===== src/ick_pkg.sv =====
`timescale 1ns / 1ps
`default_nettype none

package ick_pkg;

    localparam int COUNT_WIDTH_DEF = 32;
    localparam int TRAILER_BYTES   = 12;
    localparam int LEN_W           = 32;
    localparam int CFG_ADDR_W      = 1;
    localparam int CFG_DATA_W      = 32;

    localparam logic [CFG_ADDR_W-1:0] CFG_FORMAT_MODE = 1'b0;
    localparam logic [CFG_ADDR_W-1:0] CFG_MAX_BYTES   = 1'b1;

    localparam logic       MODE_JPEG          = 1'b0;
    localparam logic       FORMAT_MODE_RESET  = 1'b1;
    localparam logic [31:0] MAX_BYTES_RESET   = 32'd8388608;

    localparam logic [31:0] CRC_POLY = 32'hEDB88320;
    localparam logic [31:0] CRC_INIT = 32'hFFFFFFFF;

    localparam int JPEG_MIN_BYTES = 4;
    localparam int PNG_MIN_BYTES  = 32;
    localparam int SIG_JPEG_BYTES = 2;
    localparam int SIG_PNG_BYTES  = 8;

    localparam logic [7:0] JPEG_SOI [SIG_JPEG_BYTES] = '{8'hFF, 8'hD8};
    localparam logic [7:0] JPEG_EOI [2]              = '{8'hFF, 8'hD9};
    localparam logic [7:0] PNG_SIG  [SIG_PNG_BYTES]  =
        '{8'h89, 8'h50, 8'h4E, 8'h47, 8'h0D, 8'h0A, 8'h1A, 8'h0A};
    localparam logic [7:0] PNG_TRAILER [TRAILER_BYTES] =
        '{8'h00, 8'h00, 8'h00, 8'h00, 8'h49, 8'h45, 8'h4E, 8'h44,
          8'hAE, 8'h42, 8'h60, 8'h82};

    typedef enum logic [2:0] {
        ERR_NONE    = 3'd0,
        ERR_SIZE    = 3'd1,
        ERR_SIG     = 3'd2,
        ERR_TRAILER = 3'd3,
        ERR_CHUNK   = 3'd4,
        ERR_CRC     = 3'd5
    } t_err;

    typedef enum logic [1:0] {
        PH_LEN  = 2'd0,
        PH_TYPE = 2'd1,
        PH_DATA = 2'd2,
        PH_CRC  = 2'd3
    } t_phase;

    typedef struct packed {
        logic       go;
        logic [7:0] data;
        logic       last;
    } t_step;

    typedef struct packed {
        t_err err;
        logic open;
    } t_walk_status;

    function automatic logic [31:0] crc32_byte(input logic [31:0] crc, input logic [7:0] b);
        logic [31:0] c;
        c = crc ^ {24'd0, b};
        for (int i = 0; i < 8; i++) begin
            c = c[0] ? ((c >> 1) ^ CRC_POLY) : (c >> 1);
        end
        return c;
    endfunction

endpackage

`default_nettype wire


===== src/ick_in_stage.sv =====
`timescale 1ns / 1ps
`default_nettype none

module ick_in_stage (
    input  wire logic          i_clk,
    input  wire logic          i_rst_n,
    input  wire logic          i_valid,
    output logic               o_ready,
    input  wire logic [7:0]    i_data,
    input  wire logic          i_last,
    input  wire logic          i_out_free,
    output ick_pkg::t_step     o_step
);
    import ick_pkg::*;

    logic       r_valid;
    logic [7:0] r_data;
    logic       r_last;
    logic       go;

    // a non-final byte never needs the result register
    assign go      = r_valid && (!r_last || i_out_free);
    assign o_ready = !r_valid || go;

    always_ff @(posedge i_clk) begin
        if (!i_rst_n) begin
            r_valid <= 1'b0;
        end else if (o_ready) begin
            r_valid <= i_valid;
        end
    end

    always_ff @(posedge i_clk) begin
        if (o_ready && i_valid) begin
            r_data <= i_data;
            r_last <= i_last;
        end
    end

    assign o_step = '{go: go, data: r_data, last: r_last};

endmodule

`default_nettype wire


===== src/ick_chunk_walk.sv =====
`timescale 1ns / 1ps
`default_nettype none

module ick_chunk_walk (
    input  wire logic             i_clk,
    input  wire logic             i_rst_n,
    input  wire ick_pkg::t_step   i_step,
    input  wire logic             i_walk_en,
    output ick_pkg::t_walk_status o_status
);
    import ick_pkg::*;

    localparam logic [LEN_W-1:0] FIELD_BYTES = LEN_W'(4);

    t_phase           r_phase,  n_phase;
    logic [LEN_W-1:0] r_remain, n_remain;
    logic [LEN_W-1:0] r_len,    n_len;
    logic [31:0]      r_crc,    n_crc;
    logic [31:0]      r_crc_rx, n_crc_rx;
    t_err             r_err,    n_err;
    logic [LEN_W-1:0] remain_dec;
    logic             field_done;

    assign remain_dec = r_remain - LEN_W'(1);
    assign field_done = (r_remain == LEN_W'(1));

    always_comb begin
        n_phase  = r_phase;
        n_remain = r_remain;
        n_len    = r_len;
        n_crc    = r_crc;
        n_crc_rx = r_crc_rx;
        n_err    = r_err;
        if (i_step.go && i_walk_en) begin
            n_remain = remain_dec;
            case (r_phase)
                PH_LEN: begin
                    n_len = {r_len[LEN_W-9:0], i_step.data};
                    if (field_done) begin
                        n_phase  = PH_TYPE;
                        n_remain = FIELD_BYTES;
                        n_crc    = CRC_INIT;
                    end
                end
                PH_TYPE: begin
                    n_crc = crc32_byte(r_crc, i_step.data);
                    if (field_done) begin
                        n_crc_rx = '0;
                        if (r_len == '0) begin
                            n_phase  = PH_CRC;
                            n_remain = FIELD_BYTES;
                        end else begin
                            n_phase  = PH_DATA;
                            n_remain = r_len;
                        end
                    end
                end
                PH_DATA: begin
                    n_crc = crc32_byte(r_crc, i_step.data);
                    if (field_done) begin
                        n_phase  = PH_CRC;
                        n_remain = FIELD_BYTES;
                    end
                end
                PH_CRC: begin
                    n_crc_rx = {r_crc_rx[23:0], i_step.data};
                    if (field_done) begin
                        if (r_err == ERR_NONE && (~r_crc) != n_crc_rx) begin
                            n_err = ERR_CRC;
                        end
                        n_phase  = PH_LEN;
                        n_remain = FIELD_BYTES;
                        n_len    = '0;
                    end
                end
                default: begin
                    n_phase = PH_LEN;
                end
            endcase
        end
    end

    always_comb begin
        o_status.err  = n_err;
        o_status.open = (n_phase != PH_LEN) || (n_remain != FIELD_BYTES);
    end

    always_ff @(posedge i_clk) begin
        if (!i_rst_n || (i_step.go && i_step.last)) begin
            r_phase  <= PH_LEN;
            r_remain <= FIELD_BYTES;
            r_len    <= '0;
            r_crc    <= CRC_INIT;
            r_crc_rx <= '0;
            r_err    <= ERR_NONE;
        end else begin
            r_phase  <= n_phase;
            r_remain <= n_remain;
            r_len    <= n_len;
            r_crc    <= n_crc;
            r_crc_rx <= n_crc_rx;
            r_err    <= n_err;
        end
    end

endmodule

`default_nettype wire


===== src/ick_verdict.sv =====
`timescale 1ns / 1ps
`default_nettype none

module ick_verdict #(
    parameter int COUNT_WIDTH = ick_pkg::COUNT_WIDTH_DEF
) (
    input  wire logic                  i_clk,
    input  wire logic                  i_rst_n,
    input  wire ick_pkg::t_step        i_step,
    input  wire ick_pkg::t_walk_status i_walk,
    input  wire logic                  i_format_mode,
    input  wire logic [31:0]           i_max_bytes,
    input  wire logic                  i_out_ready,
    output logic                       o_out_free,
    output logic                       o_walk_en,
    output logic                       o_valid,
    output logic                       o_accepted,
    output logic [2:0]                 o_error_code
);
    import ick_pkg::*;

    localparam logic [COUNT_WIDTH-1:0] COUNT_MAX = '1;

    logic [COUNT_WIDTH-1:0] r_count, n_count;
    logic                   r_sig_bad, n_sig_bad;
    logic [7:0]             r_tail [TRAILER_BYTES];
    logic [7:0]             n_tail [TRAILER_BYTES];
    logic                   r_out_valid;
    logic                   r_accepted;
    t_err                   r_err;
    logic                   sig_miss;
    logic                   trailer_ok;
    logic                   eoi_ok;
    t_err                   code;

    assign o_out_free = !r_out_valid || i_out_ready;
    assign o_walk_en  = (r_count >= COUNT_WIDTH'(SIG_PNG_BYTES));

    always_comb begin
        sig_miss = 1'b0;
        if (i_format_mode == MODE_JPEG) begin
            if (r_count < COUNT_WIDTH'(SIG_JPEG_BYTES)) begin
                sig_miss = (i_step.data != JPEG_SOI[r_count[0]]);
            end
        end else begin
            if (r_count < COUNT_WIDTH'(SIG_PNG_BYTES)) begin
                sig_miss = (i_step.data != PNG_SIG[r_count[2:0]]);
            end
        end
        n_sig_bad = r_sig_bad || sig_miss;
        n_count   = (r_count == COUNT_MAX) ? r_count : r_count + COUNT_WIDTH'(1);
    end

    always_comb begin
        for (int i = 0; i < TRAILER_BYTES - 1; i++) begin
            n_tail[i] = r_tail[i+1];
        end
        n_tail[TRAILER_BYTES-1] = i_step.data;
    end

    always_comb begin
        trailer_ok = 1'b1;
        for (int i = 0; i < TRAILER_BYTES; i++) begin
            if (n_tail[i] != PNG_TRAILER[i]) begin
                trailer_ok = 1'b0;
            end
        end
        eoi_ok = (n_tail[TRAILER_BYTES-2] == JPEG_EOI[0])
              && (n_tail[TRAILER_BYTES-1] == JPEG_EOI[1]);
    end

    always_comb begin
        code = ERR_NONE;
        if (32'(n_count) > i_max_bytes) begin
            code = ERR_SIZE;
        end else if (i_format_mode == MODE_JPEG) begin
            if (n_count < COUNT_WIDTH'(JPEG_MIN_BYTES)) begin
                code = ERR_SIZE;
            end else if (n_sig_bad) begin
                code = ERR_SIG;
            end else if (!eoi_ok) begin
                code = ERR_TRAILER;
            end
        end else begin
            if (n_count < COUNT_WIDTH'(PNG_MIN_BYTES)) begin
                code = ERR_SIZE;
            end else if (n_sig_bad) begin
                code = ERR_SIG;
            end else if (!trailer_ok) begin
                code = ERR_TRAILER;
            end else if (i_walk.err != ERR_NONE) begin
                code = i_walk.err;
            end else if (i_walk.open) begin
                code = ERR_CHUNK;
            end
        end
    end

    always_ff @(posedge i_clk) begin
        if (!i_rst_n || (i_step.go && i_step.last)) begin
            r_count   <= '0;
            r_sig_bad <= 1'b0;
        end else if (i_step.go) begin
            r_count   <= n_count;
            r_sig_bad <= n_sig_bad;
        end
    end

    always_ff @(posedge i_clk) begin
        if (i_step.go) begin
            r_tail <= n_tail;
        end
    end

    always_ff @(posedge i_clk) begin
        if (!i_rst_n) begin
            r_out_valid <= 1'b0;
        end else if (i_step.go && i_step.last) begin
            r_out_valid <= 1'b1;
        end else if (i_out_ready) begin
            r_out_valid <= 1'b0;
        end
    end

    always_ff @(posedge i_clk) begin
        if (i_step.go && i_step.last) begin
            r_accepted <= (code == ERR_NONE);
            r_err      <= code;
        end
    end

    assign o_valid      = r_out_valid;
    assign o_accepted   = r_accepted;
    assign o_error_code = r_err;

endmodule

`default_nettype wire


===== src/image_container_checker_top.sv =====
// Container checker for JPEG and PNG files streamed one byte per transfer, with
// tlast on the final byte. Every byte is taken in one cycle and bytes may follow
// back to back, but a final byte waits on an untaken verdict; the rate is set by
// the byte-wide CRC-32 update of the chunk walker, which finishes each byte in a
// single cycle. One verdict transfer is produced per file and holds in an output
// register so the next file can stream in while it waits. In PNG mode the chunk
// walk (big-endian length, type, data, CRC-32 over type and data) must end
// exactly at the final byte, and the first CRC mismatch is kept. The byte count
// saturates at its width. Configuration writes take effect at once and belong
// between files. No clearing pass follows reset.
`timescale 1ns / 1ps
`default_nettype none

module image_container_checker_top #(
    parameter int COUNT_WIDTH = ick_pkg::COUNT_WIDTH_DEF
) (
    input  wire logic                           i_clk,
    input  wire logic                           i_rst_n,
    input  wire logic                           s_axis_tvalid,
    output logic                                s_axis_tready,
    input  wire logic [7:0]                     s_axis_tdata,  // [7:0] data_byte
    input  wire logic                           s_axis_tlast,
    output logic                                m_axis_tvalid,
    input  wire logic                           m_axis_tready,
    output logic [7:0]                          m_axis_tdata,  // [0] accepted, [3:1] error_code
    input  wire logic                           i_cfg_we,
    input  wire logic [ick_pkg::CFG_ADDR_W-1:0] i_cfg_addr,
    input  wire logic [ick_pkg::CFG_DATA_W-1:0] i_cfg_wdata
);
    import ick_pkg::*;

    logic         r_format_mode;
    logic [31:0]  r_max_bytes;
    t_step        step;
    t_walk_status walk;
    logic         out_free;
    logic         walk_en;
    logic         accepted;
    logic [2:0]   error_code;

    always_ff @(posedge i_clk) begin
        if (!i_rst_n) begin
            r_format_mode <= FORMAT_MODE_RESET;
            r_max_bytes   <= MAX_BYTES_RESET;
        end else if (i_cfg_we) begin
            case (i_cfg_addr)
                CFG_FORMAT_MODE: r_format_mode <= i_cfg_wdata[0];
                CFG_MAX_BYTES:   r_max_bytes   <= i_cfg_wdata[31:0];
                default: begin
                end
            endcase
        end
    end

    ick_in_stage u_in_stage (
        .i_clk      (i_clk),
        .i_rst_n    (i_rst_n),
        .i_valid    (s_axis_tvalid),
        .o_ready    (s_axis_tready),
        .i_data     (s_axis_tdata),
        .i_last     (s_axis_tlast),
        .i_out_free (out_free),
        .o_step     (step)
    );

    ick_chunk_walk u_chunk_walk (
        .i_clk     (i_clk),
        .i_rst_n   (i_rst_n),
        .i_step    (step),
        .i_walk_en (walk_en),
        .o_status  (walk)
    );

    ick_verdict #(
        .COUNT_WIDTH (COUNT_WIDTH)
    ) u_verdict (
        .i_clk         (i_clk),
        .i_rst_n       (i_rst_n),
        .i_step        (step),
        .i_walk        (walk),
        .i_format_mode (r_format_mode),
        .i_max_bytes   (r_max_bytes),
        .i_out_ready   (m_axis_tready),
        .o_out_free    (out_free),
        .o_walk_en     (walk_en),
        .o_valid       (m_axis_tvalid),
        .o_accepted    (accepted),
        .o_error_code  (error_code)
    );

    assign m_axis_tdata = {4'd0, error_code, accepted};

endmodule

`default_nettype wire


===== config.mk =====
export PLATFORM = sky130hd
export DESIGN_NAME = image_container_checker_top
export DESIGN_NICKNAME = d
export VERILOG_FILES = /design/src/ick_pkg.sv /design/src/ick_in_stage.sv /design/src/ick_chunk_walk.sv /design/src/ick_verdict.sv /design/src/image_container_checker_top.sv
export SDC_FILE = /design/constraint.sdc
export NUM_CORES = 1
export LEC_CHECK = 0
export BUFFER_PORTS_ARGS = -buffer_cell sky130_fd_sc_hd__buf_2
export CORE_MARGIN = 1
export CORE_UTILIZATION = 30
export DETAILED_ROUTE_END_ITERATION = 10
export GPL_ROUTABILITY_DRIVEN = 1
export PLACE_DENSITY = 0.55
export SETUP_SLACK_MARGIN = 0.3
export SYNTH_ARGS = -nofsm -noshare
export SYNTH_HDL_FRONTEND = slang
export SYNTH_SLANG_ARGS = --single-unit

===== constraint.sdc =====
create_clock -name i_clk -period 7.61 [get_ports i_clk]
set_input_delay 1.522 -clock i_clk [delete_from_list [all_inputs] [get_ports i_clk]]
set_output_delay 1.522 -clock i_clk [all_outputs]
set_load 0.05 [all_outputs]

## After elaboration in Yosys (flattened, before gate mapping)

Memory sizes are Yosys's and may differ from the RTL's.
Cells that the tools add are included.

| storage, ports and cells | value |
|---|---|
| bits in registers | 294 |
| bits in read-only memories | 64 |
| input bits | 47 |
| output and inout port bits | 10 |
| word-level logic and storage cells | 172 |
| memories kept | 1 |

Memory list:

| memory | words | width | read ports | clocked after Yosys merged registers in | wr ports | RTL line | source |
|---|---|---|---|---|---|---|---|
| (no name shown) | 8 | 8 | 1 | 0 | 0 | ick_verdict.sv:47 | `sig_miss = (i_step.data != PNG_SIG[r_count[2:0]]);` |

| operators by class | value |
|---|---|
| add/sub/neg operators | 2 |
| magnitude comparators | 8 |
| eq/ne operators | 22 |
| muxes and demuxes | 62 |
| bitwise operators | 13 |
| reductions and logical operators | 37 |

Operator list:

| kind | number |
|---|---|
| 2-to-1 mux 32 bit | 15 |
| case mux 32 bit (2 select lines) | 3 |
| inverter 13 -> 14 bit | 8 |
| != test 8 x 7 -> 1 bit (second input constant) | 6 |
| case mux 24 bit (2 select lines) | 1 |
| 2-to-1 mux 3 bit | 13 |
| adder 32 x 1 -> 32 bit (second input constant) | 1 |
| == test 32 x 1 -> 1 bit (second input constant) | 1 |
| == test 32 bit (second input constant) | 1 |
| >= comparator 32 x 4 -> 1 bit (second input constant) | 1 |
| greater-than comparator 32 bit | 1 |
| logical NOT 32 bit | 1 |
| < comparator 32 x 2 -> 1 bit (second input constant) | 1 |
| < comparator 32 x 3 -> 1 bit (second input constant) | 1 |
| < comparator 32 x 4 -> 1 bit (second input constant) | 1 |
| < comparator 32 x 6 -> 1 bit (second input constant) | 1 |
| 2-to-1 mux 8 bit | 4 |
| != test 32 x 3 -> 1 bit (second input constant) | 1 |
| != test 32 bit | 1 |
| inverter 32 bit | 1 |
| nonzero test 8 bit | 4 |
| subtractor 32 x 1 -> 32 bit (second input constant) | 1 |
| bitwise XOR 32 x 8 -> 32 bit | 1 |
| 2-to-1 mux 1 bit | 18 |
| other kinds (25) | 57 |

## Longest topological paths before layout

| depth | value |
|---|---|
| depth in word-level cells | 19 |
| depth in mapped cells | 19 |
| mapped depth without buffers | 17 |

## Hierarchy

From an unflattened synthesis, not the netlist that was laid out.

| unflattened totals | value |
|---|---|
| cells, all modules | 1606 |
| area, all modules | 15167.0 µm² |

Modules (own cells, without submodules):

| module | times used | cells each | area each (µm²) |
|---|---|---|---|
| ick_verdict | 1 | 649 | 6831.6 |
| ick_chunk_walk | 1 | 781 | 6540.0 |
| image_container_checker_top | 1 | 158 | 1435.1 |
| ick_in_stage | 1 | 18 | 360.3 |

## Least setup slack after synthesis

OpenSTA, ideal clock, no wires.

| path | value |
|---|---|
| kind | input-to-reg |
| start point | in m_axis_tready |
| end point | reg u_verdict.r_count[21] |
| library setup time | 0.128 ns |
| data arrival time | 5.808 ns |
| required time | 7.482 ns |
| path slack | 1.674 ns |
| stages on the path | 9 |
| path buffers | 3 |
| cells stage by stage | nand3b_1 -> nand2_1 -> inv_1 -> buf_1 -> nand2_1 -> nand2_1 -> clkbuf_1 -> clkbuf_1 -> nor2_1 |

RTL lines:

| item | RTL line | source |
|---|---|---|
| start, declared | image_container_checker_top.sv:24 | `input wire logic m_axis_tready,` |
| end signal, assigned | ick_verdict.sv:104 | `r_count <= n_count;` |
| end, declared | ick_verdict.sv:24 | `logic [COUNT_WIDTH-1:0] r_count, n_count;` |

## Worst setup path in the final report

| path | value |
|---|---|
| start point | reg u_verdict.r_count[18] |
| end point | reg u_verdict.r_accepted, in the netlist u_verdict.o_accepted, data pin |

RTL lines:

| item | RTL line | source |
|---|---|---|
| == test 32 bit (*) | ick_verdict.sv:51 | `n_count = (r_count == COUNT_MAX) ? r_count : r_count + COUNT_WIDTH'(1);` |
| 2-to-1 mux 32 bit (*) | ick_verdict.sv:51 |  |
| via u_verdict.n_count[10] | ick_verdict.sv:24 |  |
| < comparator 32 x 3 -> 1 bit / < comparator 32 x 6 -> 1 bit (equally long branches) | ick_verdict.sv:77, ick_verdict.sv:85 |  |
| 2-to-1 mux 3 bit, on equally long branches | ick_verdict.sv:77, ick_verdict.sv:85 |  |
| 2-to-1 mux 3 bit | ick_verdict.sv:76 | `end else if (i_format_mode == MODE_JPEG) begin` |
| 2-to-1 mux 3 bit (*) | ick_verdict.sv:74 | `if (32'(n_count) > i_max_bytes) begin` |
| logical NOT 3 bit (*) | ick_verdict.sv:127 | `r_accepted <= (code == ERR_NONE);` |
| end signal, assigned | ick_verdict.sv:127 |  |
| end, declared | ick_verdict.sv:29 | `logic r_accepted;` |

The timed path passes the listed nets; every way through them passes the cells marked *.
A chain may end at the register's enable or synchronous reset.

==> key figures <==
Detailed routing
  – Final WL: 39800 um
  – Antenna-violating nets left: 0
  – Highest metal used: met4
  – First-pass DRT Iterations: 5
  – Wire length on met3: 1970 um
  – Residual DRC: 0
  – WL met1: 18600 um
  – WL/cell: 16.8 um
  – Routed wl met2: 18300 um
  – Via count: 12100
  – Detailed Route Iter0 Violations: 850
  – Via density: 5.12

Power
  – Comb pwr share: 5.3%
  – Pwr Density: 207 nW/um^2
  – Peak supply drop: 0.000152 V
  – Reg power frac: 47.5%
  – Net Sw Power: 0.000811 W
  – Internal power: 0.00273 W
  – Switching part of the total: 22.9%
  – Leakage power: 5.76 nW
  – Clock network fraction of design power: 47.1%

Floorplanning
  – Die width: 227 um
  – Core ar.: 50100 sq um
  – Chip height: 227 um
  – Ports: 57
  – Num rows: 82
  – Initial Util: 30.4%
  – Die Area: 51600 sq um

Clock network
  – Post-CTS Setup Bufs: 0
  – Max clock buf depth: 3
  – Clk pin slew, worst setup/hold paths: 0.06 ns
  – CTS-repair resized insts: 0
  – H-tree levels: 2
  – Clock Tree Root: clkbuf_16
  – Clock latency on the worst-skew pair: 0.53 ns
  – Hold-fix buffer count after cts: 0
  – CTS tree: yes
  – Num CTS Buffers: 35
  – Sink Count: 294

Worst setup path
  – CP Data Required Time: 7.98 ns
  – CP bufs+invs: 0
  – Critical path startpoint category: flop
  – Critical path startpoint: u_verdict.r_count[18]
  – Max stage delay on crit path: 0.73 ns
  – Slowest-stage cell, CP: nand4_1
  – Worst r2r src: u_verdict.r_count[18]
  – CP top delay family: simple AND/OR/NAND/NOR gates
  – CP max FO: 16
  – CP Class: flop to flop
  – CP endpoint kind: flop
  – CP cell instances: nand3_1 -> nor3_1 -> nand4_1 -> nand4_1 -> xnor2_1 -> ha_1 -> nor2b_1 -> o21ai_0 -> a21oi_1 -> o21ba_2 -> o31a_1 -> o21ai_0 -> nand3_1 -> a31oi_1
  – WP data arrival: 5.36 ns

Global routing
  – Total grt overflow: 0
  – First-pass GRT wire length: 64400 um
  – Total GRT Usage: 15.6%
  – Initial antenna violation count: 0
  – Vias in the first global route: 11800
  – Largest net degree at the start of global routing: 79

Logic synthesis
  – Compound-Gate Fraction of Synth Area: 12.0%
  – Syn avg cell area: 9.03 sq um
  – Synth top area share: 25.4%
  – Ys Warns: 0
  – Top post-synthesis cells by area: dfxtp_1, edfxtp_1, xnor2_1
  – Ys async rst share: 0%
  – Simple-gate area share of the yosys netlist: 23.7%
  – Main combinational cell family by area after synthesis: simple AND/OR/NAND/NOR gates
  – Register area share after synthesis: 45.3%
  – Area leader, netlist: dfxtp_1
  – Most common flop cell mapped by yosys: dfxtp_1
  – Mapped cell area: 15200 sq um
  – Yosys reg bits: 294
  – Post-synthesis adder-cell area fraction: 3.78%
  – Yosys cell types: 74
  – Post-synthesis xor/xnor area fraction: 9.48%
  – Cell count after synthesis: 1684
  – Number of synthesized flops with an enable pin: 101
  – Post-synthesis mux area share: 0.946%

STA
  – Fin Setup TNS: 0 ns
  – Worst hold margin: 0.441 ns
  – Achievable Freq: 0.200 GHz
  – # setup viols final: 0
  – Minimum clock period: 4.99 ns
  – Slew at the pin closest to its max-slew limit: 1.15 ns
  – Clk_skew: 0.0222 ns
  – Tcrit/Tclk final: 65.6%
  – RSZ-0062 raised after global routing: false
  – Max-slew violation count: 0
  – Final hold violations: 0
  – Slew margin rel.: 23.3%

Layout
  – Non-Filler Instances: 2363
  – Filler instances: 5235
  – Most frequent cells in the layout: nand2_1, dfxtp_1, xnor2_1
  – Syn-to-layout area delta: 12.3%
  – Post-route cell area: 17100 sq um
  – # diodes: 0
  – Fin nets: 1759
  – Layout cells sized above 1: 8.34%
  – Most common cell after layout, fill and taps aside: nand2_1

Min path
  – Hold Startpoint: u_verdict.n_tail[27]
  – Min-Delay Path Class: flop to flop

Placed design
  – PortBufs: 52
  – Detail Placement HPWL: 27700 um
  – RD Place Congestion: 0.878
  – DP Cell Count: 2301
  – Placed inst area: 15900 sq um

Job
  – Max_cap viols: 0

Status
  – Outcome: completed
## registers in the layout, summed over array words and instances, names as in the netlist
signal and flops:
u_verdict.o_error_code 3, u_verdict.r_count 32, u_verdict.o_accepted 1, u_chunk_walk.r_remain 32
u_chunk_walk.r_phase 2, u_chunk_walk.r_err 3, u_in_stage.r_data 8, u_verdict.o_valid 1
u_in_stage.r_last 1, r_format_mode 1, u_in_stage.r_valid 1, u_chunk_walk.r_len 32
u_chunk_walk.r_crc_rx 24, u_verdict.r_sig_bad 1, r_max_bytes 32, u_chunk_walk.r_crc 32
u_verdict.n_tail 88
## area by class of cell
type | instances | area, sq um | area share, %
Multi-Input combinational cell | 1218 | 7640 | 44.7
Sequential cell | 294 | 6900 | 40.4
Clock buffer | 47 | 1000 | 5.88
Tap cell | 672 | 841 | 4.92
Timing Repair Buffer | 64 | 350 | 2.05
Inverter | 53 | 201 | 1.18
Clock inverter | 15 | 146 | 0.857
## power groups by stage
stage / registers (W) / logic (W) / clock network (W)
2_1_floorplan: 0.00171 / 0.000143 / 0
3_3_place_gp: 0.00172 / 0.000188 / 0
3_5_place_dp: 0.00172 / 0.000190 / 0
4_1_cts: 0.00168 / 0.000191 / 0.00171
5_1_grt: 0.00168 / 0.000209 / 0.00178
6_report: 0.00168 / 0.000189 / 0.00167
## metrics by stage
stage          total power [W]  utilization, %  setup WS (ns)
5_1_grt                0.00367            34.1           2.28
3_3_place_gp           0.00190            31.8           2.44
2_1_floorplan          0.00185               -           1.67
6_report               0.00354            34.1           2.62
4_1_cts                0.00358            34.1           2.72
3_5_place_dp           0.00191            31.8           2.40
## cell usage after synthesis (all sizes together) (11+ instances only)
| master | number |
|---|---|
| nand2 | 236 |
| dfxtp | 193 |
| xnor2 | 120 |
| nor2 | 110 |
| clkbuf | 104 |
| edfxtp | 101 |
| a21oi | 89 |
| nand3 | 83 |
| o21ai | 58 |
| inv | 53 |
| nor4 | 48 |
| ha | 46 |
| nand4 | 44 |
| xor2 | 42 |
| nor3 | 36 |
| a21boi | 35 |
| nand3b | 33 |
| and2 | 20 |
| buf | 18 |
| or4 | 17 |
| and3 | 16 |
| o22ai | 16 |
| or3 | 14 |
| and4 | 11 |
| mux2i | 11 |
## worst register-to-register path, cell delays in order, from the launching register on
cell,delay [ns]
dfxtp_1,0.60
nand3_1,0.24
nor3_1,0.59
nand4_1,0.73
nand4_1,0.52
xnor2_1,0.16
ha_1,0.27
nor2b_1,0.13
o21ai_0,0.16
a21oi_1,0.09
o21ba_2,0.20
o31a_1,0.28
o21ai_0,0.54
nand3_1,0.15
a31oi_1,0.20
## per-layer routing
layer	vias to the layer above	track usage, %
met4	0	4.46
li1	5940	-
met3	68	2.50
met2	282	25.2
met1	5808	21.3
met5	-	0
## final timing paths
path         slack [ns]  cells after the start                    to
min reg2reg        0.44                      0  u_verdict.n_tail[35]
max reg2reg        2.62                     14  u_verdict.o_accepted
max                2.62                     14  u_verdict.o_accepted
min                0.44                      0  u_verdict.n_tail[35]
## cells by family (layout without fill, tap and decap cells)
group / after synthesis / after routing
AO/OA/AOI/OAI: 287 / 287
XOR/XNOR: 163 / 163
adder cells (fa/ha/maj): 46 / 46
buffers and inverters: 175 / 179
flip-flops: 294 / 294
multiplexers: 14 / 14
other: 1 / 4
AND/OR/NAND/NOR: 704 / 704
Note: power is estimated with default switching activity, not from simulation.
